[src/hdl/cmm_pkg.sv]
// Package for the column-major matrix multiply unit.
// Types, opcodes and size constants used by every file but cmm_if; no dependencies.
`default_nettype none
package cmm_pkg;
    localparam int MAX_DIM_DEF   = 32;
    localparam int FRAC_BITS_DEF = 16;
    localparam int CFG_W         = 6;
    localparam int IDX_W         = 5;
    localparam int VAL_W         = 32;

    typedef enum logic [1:0] {
        OP_WRITE_A = 2'd0,
        OP_WRITE_B = 2'd1,
        OP_COMPUTE = 2'd2,
        OP_NONE    = 2'd3
    } t_opcode;

    typedef enum logic [1:0] {
        REG_ROWS_A    = 2'd0,
        REG_INNER_LEN = 2'd1,
        REG_COLS_B    = 2'd2,
        REG_NONE      = 2'd3
    } t_reg_idx;

    typedef enum logic [1:0] {
        ST_IDLE = 2'd0,
        ST_MAC  = 2'd1,
        ST_OUT  = 2'd2
    } t_state;

    // command handed from front to back
    typedef struct packed {
        logic             bad;
        logic [IDX_W-1:0] col;
        logic [CFG_W-1:0] nr;
        logic [CFG_W-1:0] nk;
    } t_cmd;

    // effective size: clamp register into 1 .. cap
    function automatic logic [CFG_W-1:0] eff_size(input logic [CFG_W-1:0] v,
                                                  input logic [CFG_W-1:0] cap);
        logic [CFG_W-1:0] r;
        begin
            r = v;
            if (v == '0) r = 6'd1;
            else if (v > cap) r = cap;
            return r;
        end
    endfunction
endpackage
`default_nettype wire

[src/hdl/cmm_front.sv]
// Front end: accepts words, writes element stores, queues compute commands.
// Depends on cmm_pkg.
`default_nettype none
module cmm_front #(
    parameter int MAX_DIM = 32,
    parameter int AW      = 10
) (
    input  wire logic                      i_clk,
    input  wire logic                      i_rst_n,
    input  wire logic [1:0]                i_opcode,
    input  wire logic [4:0]                i_row,
    input  wire logic [4:0]                i_col,
    input  wire logic [31:0]               i_val,
    input  wire logic                      i_valid,
    output logic                           o_ready,
    input  wire logic [5:0]                i_nr,
    input  wire logic [5:0]                i_nk,
    input  wire logic [5:0]                i_nc,
    input  wire logic                      i_back_idle,
    output logic                           o_a_we,
    output logic                           o_b_we,
    output logic [AW-1:0]                  o_waddr,
    output logic [31:0]                    o_wdata,
    output cmm_pkg::t_cmd                  o_cmd,
    output logic                           o_cmd_valid,
    input  wire logic                      i_cmd_pop
);
    import cmm_pkg::*;
    localparam int RW = $clog2(MAX_DIM);

    // two-entry command queue
    t_cmd       r_q [2];
    logic [1:0] r_cnt;
    logic       r_wp, r_rp;
    logic       acc, push, is_a, is_b, wr_op;

    // hold element writes until every queued column has been computed
    assign wr_op   = (t_opcode'(i_opcode) == OP_WRITE_A)
                     || (t_opcode'(i_opcode) == OP_WRITE_B);
    assign o_ready = (r_cnt != 2'd2) && (!wr_op || ((r_cnt == 2'd0) && i_back_idle));
    assign acc     = i_valid && o_ready;
    assign is_a    = acc && (t_opcode'(i_opcode) == OP_WRITE_A)
                     && ({1'b0, i_row} < i_nr) && ({1'b0, i_col} < i_nk);
    assign is_b    = acc && (t_opcode'(i_opcode) == OP_WRITE_B)
                     && ({1'b0, i_row} < i_nk) && ({1'b0, i_col} < i_nc);
    assign push    = acc && (t_opcode'(i_opcode) == OP_COMPUTE);

    assign o_a_we  = is_a;
    assign o_b_we  = is_b;
    assign o_waddr = {RW'(i_col), RW'(i_row)};
    assign o_wdata = i_val;
    assign o_cmd   = r_q[r_rp];
    assign o_cmd_valid = (r_cnt != 2'd0);

    // hold queued commands
    always_ff @(posedge i_clk) begin
        if (push) begin
            r_q[r_wp].bad <= ({1'b0, i_col} >= i_nc);
            r_q[r_wp].col <= i_col;
            r_q[r_wp].nr  <= i_nr;
            r_q[r_wp].nk  <= i_nk;
        end
    end

    // advance pointers
    always_ff @(posedge i_clk) begin
        if (!i_rst_n) begin
            r_cnt <= '0;
            r_wp  <= 1'b0;
            r_rp  <= 1'b0;
        end else begin
            if (push) r_wp <= ~r_wp;
            if (i_cmd_pop) r_rp <= ~r_rp;
            r_cnt <= r_cnt + {1'b0, push} - {1'b0, i_cmd_pop};
        end
    end

    ap_no_pop_empty: assert property (@(posedge i_clk) disable iff (!i_rst_n)
        i_cmd_pop |-> o_cmd_valid) else $error("pop of empty queue");
    ap_cnt_range: assert property (@(posedge i_clk) disable iff (!i_rst_n)
        r_cnt != 2'd3) else $error("queue count overflow");
    ap_full_stall: assert property (@(posedge i_clk) disable iff (!i_rst_n)
        (r_cnt == 2'd2) |-> !o_ready) else $error("accept while full");
endmodule
`default_nettype wire

[config.mk]
export PLATFORM = sky130hd
export DESIGN_NAME = cmm_front
export DESIGN_NICKNAME = d
export VERILOG_FILES = /design/src/hdl/cmm_pkg.sv /design/src/hdl/cmm_front.sv
export SDC_FILE = /design/constraint.sdc
export NUM_CORES = 1
export LEC_CHECK = 0
export ABC_AREA = 1
export BUFFER_PORTS_ARGS = -buffer_cell sky130_fd_sc_hd__buf_2
export CAP_MARGIN = 10
export CELL_PAD_IN_SITES_DETAIL_PLACEMENT = 1
export CELL_PAD_IN_SITES_GLOBAL_PLACEMENT = 2
export CORE_MARGIN = 3
export CORE_UTILIZATION = 29
export CTS_BUF_LIST = sky130_fd_sc_hd__clkbuf_8
export CTS_CLUSTER_SIZE = 10
export DETAILED_ROUTE_END_ITERATION = 8
export PLACE_DENSITY_LB_ADDON = 0.1
export SLEW_MARGIN = 5
export SYNTH_ARGS = -nofsm -noshare
export SYNTH_HDL_FRONTEND = slang
export SYNTH_SLANG_ARGS = --single-unit
[constraint.sdc]
create_clock -name i_clk -period 2.95 [get_ports i_clk]
set_clock_uncertainty 0.2 [all_clocks]
set_input_delay 0.59 -clock i_clk [delete_from_list [all_inputs] [get_ports i_clk]]
set_output_delay 0.59 -clock i_clk [all_outputs]
set_load 0.05 [all_outputs]
### Word level (Yosys, flattened, before mapping)

Memories as Yosys holds them, arrays and structs flattened. A register that Yosys moved wholly into a read port is not among the register bits.
Cells that the tools add are included.

* memory bits (read-only): 0
* input bits: 67
* memory bits (writable): 36
* bits in latches: 0
* memories: 1
* flip-flop bits (word level): 4

* div/mod/pow operators: 0
* reductions and logical operators: 16
* shifts and indexed selects: 0
* $mul: 0
* equality and inequality tests: 3
* bitwise logic cells: 2
* multiplexer cells: 4
* magnitude comparators: 5
* $add $sub $neg: 2

Memories
* r_q: words 2, bits a word 18, read ports 1, clocked after memory_dff 1, write ports 1, RTL line cmm_front.sv:32 `t_cmd r_q [2];`

Operators with widths (count)
* less-than comparator 5 x 6 -> 1 bit: 4
* logical AND 1 bit: 10
* >= comparator 5 x 6 -> 1 bit: 1
* logical NOT 2 bit: 2
* two-way mux 1 bit: 4
* adder 2 x 1 -> 2 bit: 1
* equality test 2 x 1 -> 1 bit, second input constant: 1
* equality test 2 bit, second input constant: 1
* logical OR 1 bit: 2
* != test 2 bit, second input constant: 1
* NOT 1 bit: 2
* nonzero test 2 bit: 1
* subtractor 2 x 1 -> 2 bit: 1
* logical NOT 1 bit: 1

### Longest topological paths before layout

* depth in word-level cells: 9
* mapped depth: 9
* mapped depth without buffers: 9

### Worst setup path before layout

OpenSTA, ideal clock, no wires.

* kind: input to output
* start: input i_nc[3]
* end: output o_b_we
* data required time: 2.160 ns
* path slack: 0.281 ns
* cell stages on the path: 9
* arrival time: 1.879 ns
* cells stage by stage: inv_1 -> ha_1 -> nand2_1 -> inv_1 -> nand2_1 -> nor2_1 -> nor2_1 -> nand2_1 -> nor2_1

* word-level cells in the longest chain between the ends: 2

RTL lines
* start, declared: RTL line cmm_front.sv:18 `input wire logic [5:0] i_nc,`
* less-than comparator 5 x 6 -> 1 bit: RTL line cmm_front.sv:45 `&& ({1'b0, i_row} < i_nk) && ({1'b0, i_col} < i_nc);`
* logical AND 1 bit: RTL line cmm_front.sv:45
* end, declared: RTL line cmm_front.sv:21 `output logic o_b_we,`

Every way passes these cells.

### Final worst setup path

* start: input i_col[3]
* end: output o_b_we

* word-level cells in the longest chain between the ends: 2

RTL lines
* start, declared: RTL line cmm_front.sv:12 `input wire logic [4:0] i_col,`
* less-than comparator 5 x 6 -> 1 bit: RTL line cmm_front.sv:45
* logical AND 1 bit: RTL line cmm_front.sv:45

Every way passes these cells.

==> summary.md <==
| Metric | Value |
|---|---|
| Critical Path End | `o_b_we` |
| Clk sinks | `41` |
| Mapped Nets | `323` |
| Worst-path fanout max | `5` |
| Lkg Pwr | `0.00131 uW` |
| Critical R2R Launch | `r_cnt[0]` |
| # fillers | `973` |
| Effective utilization at floorplan | `29.9%` |
| Routed WL | `5.04 mm` |
| Final setup violation count | `0` |
| Vias in the first global route | `1703` |
| CP bufs+invs | `2` |
| Initial DRC Count | `37` |
| First-pass GRT wire length | `8.56 mm` |
| Die height | `98.3 um` |
| Placer Congestion | `0.675` |
| Critical path required time | `2160 ps` |
| Cts bufs inserted | `5` |
| I/O pins | `131` |
| Max Buffers Root-to-Sink | `2` |
| Final Hold Fails | `0` |
| Post-DP HPWL | `4.09 mm` |
| Setup CP Type | `input pin to primary output` |
| DR DRC count | `0` |
| Yosys top cell by area | `edfxtp_1` |
| Worst reg-to-reg path cell count | `9` |
| CTS tree | `done` |
| # rows | `33` |
| Die width | `98.3 um` |
| Crit end category | `primary output` |
| Worst vdd ir | `0.157 mV` |
| Per-cell routed wire length | `13.5 um` |
| Maxcap violations | `0` |
| Syn. warnings | `0` |
| Crit-path cells | `buf_2 -> ha_1 -> nand2_1 -> nand2_1 -> nand2_1 -> nand2_1 -> nor2_1 -> nand2_1 -> nor2_1 -> buf_2` |
| Worst path max stage delay | `310 ps` |
| Min-delay src | `r_rp` |
| Tcrit/Tclk final | `90.1%` |
| Setup_tns | `0 ps` |
| Final nets | `356` |
| RR Endpoint | `r_cnt[1]` |
| Clock transition at path regs | `80 ps` |
| ANT cells | `0` |
| Unrepaired setup endpoints after global routing | `no` |
| Data arrival time of the worst path | `1870 ps` |
| Most frequent cells in the layout | `buf_2 (66), nand2_1 (42), inv_1 (39), edfxtp_1 (36), ha_1 (19)` |
| Post-route ant nets | `0` |
| Clk root buf | `clkbuf_8` |
| Total power | `1300 uW` |
| Crit-path leading delay family | `simple AND/OR/NAND/NOR gates` |
| Crit-path slowest cell | `ha_1` |
| CTS resizes | `0` |
| Syn avg cell area | `10.4 um2` |
| Storage cell area | `1180 um2` |
| Synth top area cells | `edfxtp_1 (44%), buf_4 (13%), ha_1 (9.6%)` |
| Fin. max-slew vios | `0` |
| Slew headroom | `70.4%` |
| Area of the multi-input gates | `800 um2` |
| Flops & latches, synth | `41` |
| Synthesized area | `2470 um2` |
| Pwr/cell area | `480 nW/um2` |
| Worst Setup SP | `i_col[3]` |
| Post-synthesis sequential area ratio | `47.8%` |
| Max H-tree Level | `2` |
| Most common cell after layout, fill and taps aside | `buf_2` |
| Drt first pass iters | `4` |
| PnR worst setup slack | `291 ps` |
| Cells after Synth | `237` |
| Setup repair bufs after CTS | `0` |
| Total congestion overflow | `0` |
| Vias | `1572` |
| Vias per std cell | `4.19` |
| Post-synthesis cell type count | `19` |
| Final Critical Period | `2660 ps` |
| Cell repeated most along the worst path | `nand2_1` |
| Core Area | `8260 um2` |
| Initial antenna violation count | `0` |
| Worst Setup Start Kind | `input pin` |
| Hold buffers post-CTS | `0` |
| Status | `finished, final reports clean` |
| Place WS | `287 ps` |
| Slew @ Worst Pin | `444 ps` |
| Die ar. | `9660 um2` |
| CP Depth | `10` |
| # port buffers | `66` |
| P&R area growth vs syn | `10.2%` |
| Fmax | `376 MHz` |
| R2R setup slack | `1100 ps` |
| Synth top area share | `43.8%` |
| Worst min-delay path class | `register to register` |
| GRT Util Overall | `11.4%` |
| Largest net degree at the start of global routing | `14` |
| Worst-Skew Late Latency | `280 ps` |
| Layout cells sized above 1 | `35.9%` |
## worst min path at each step
stage	to	slack (ps)	depth (start not counted)
global route	r_q[1][10]	290	1
finish	r_rp	300	2
detailed placement	r_rp	290	2
global placement	r_rp	290	2
CTS	r_q[1][10]	300	1
floorplan	r_cnt[1]	260	2
## state kept, by name, summed over array words and instances, names as in the netlist, named ones only
register / count
r_rp: 1
r_wp: 1
r_q: 36
r_cnt: 2
## area by class of cell
class                           count  share of cell area (%)
Timing Repair Buffer               70                    14.2
Clock buffer                        5                    2.53
Inverter                           39                    5.38
Multi-Input combinational cell    113                    29.4
Sequential cell                    41                    43.4
Clock inverter                      2                   0.276
Tap cell                          105                    4.83
## worst min-delay path, cell delays in order (launching register included)
cell and delay, ps:
dfxtp_1 330, nor2_1 60, nor2_1 80
## report_power, final
part	internal, uW	switching [uW]
clock network	156	181
logic	99.6	212
registers	650	6.03
total	906	399
## routing by layer
layer	global-route usage, %	routed length [um]
met1	13.8	2200
met2	19.8	2530
met3	3.07	244
met4	3.15	64
met5	0	0
## metrics by stage
stage | instance area (um2) | hold slack, ps | std cells | util (%)
after floorplan | 2470 | 258 | 237 | -
after global placement | 2640 | 287 | 368 | 32.0
after detailed placement | 2640 | 295 | 368 | 32.0
after CTS | 2720 | 297 | 375 | 32.9
after global routing | 2720 | 294 | 375 | 32.9
final | 2720 | 303 | 375 | 32.9
## synth_stat cells
cell type and n:
nor2_1 19, inv_1 38, nand4_2 1, nor3_1 1
a21oi_1 3, nand2_1 42, edfxtp_1 36, dfxtp_1 5
buf_6 1, buf_4 42, xnor2_1 1, mux2_4 10
nand3_1 6, o21ai_0 2, nand4_1 1, buf_12 1
mux2_2 8, ha_1 19, inv_2 1
## logic make-up (layout without fill, tap and decap cells)
kind of cell,Yosys count,in the layout,share of synthesized area (%)
buffers and inverters,83,116,20.0
DFF,41,41,47.8
adders and majority gates,19,19,9.63
xor gates and xnor gates,1,1,0.355
AOI/OAI and AO/OA,5,5,1.01
and+or+nand+nor,70,70,11.5
muxes,18,18,9.73
Power figures use the tool's default switching activity.
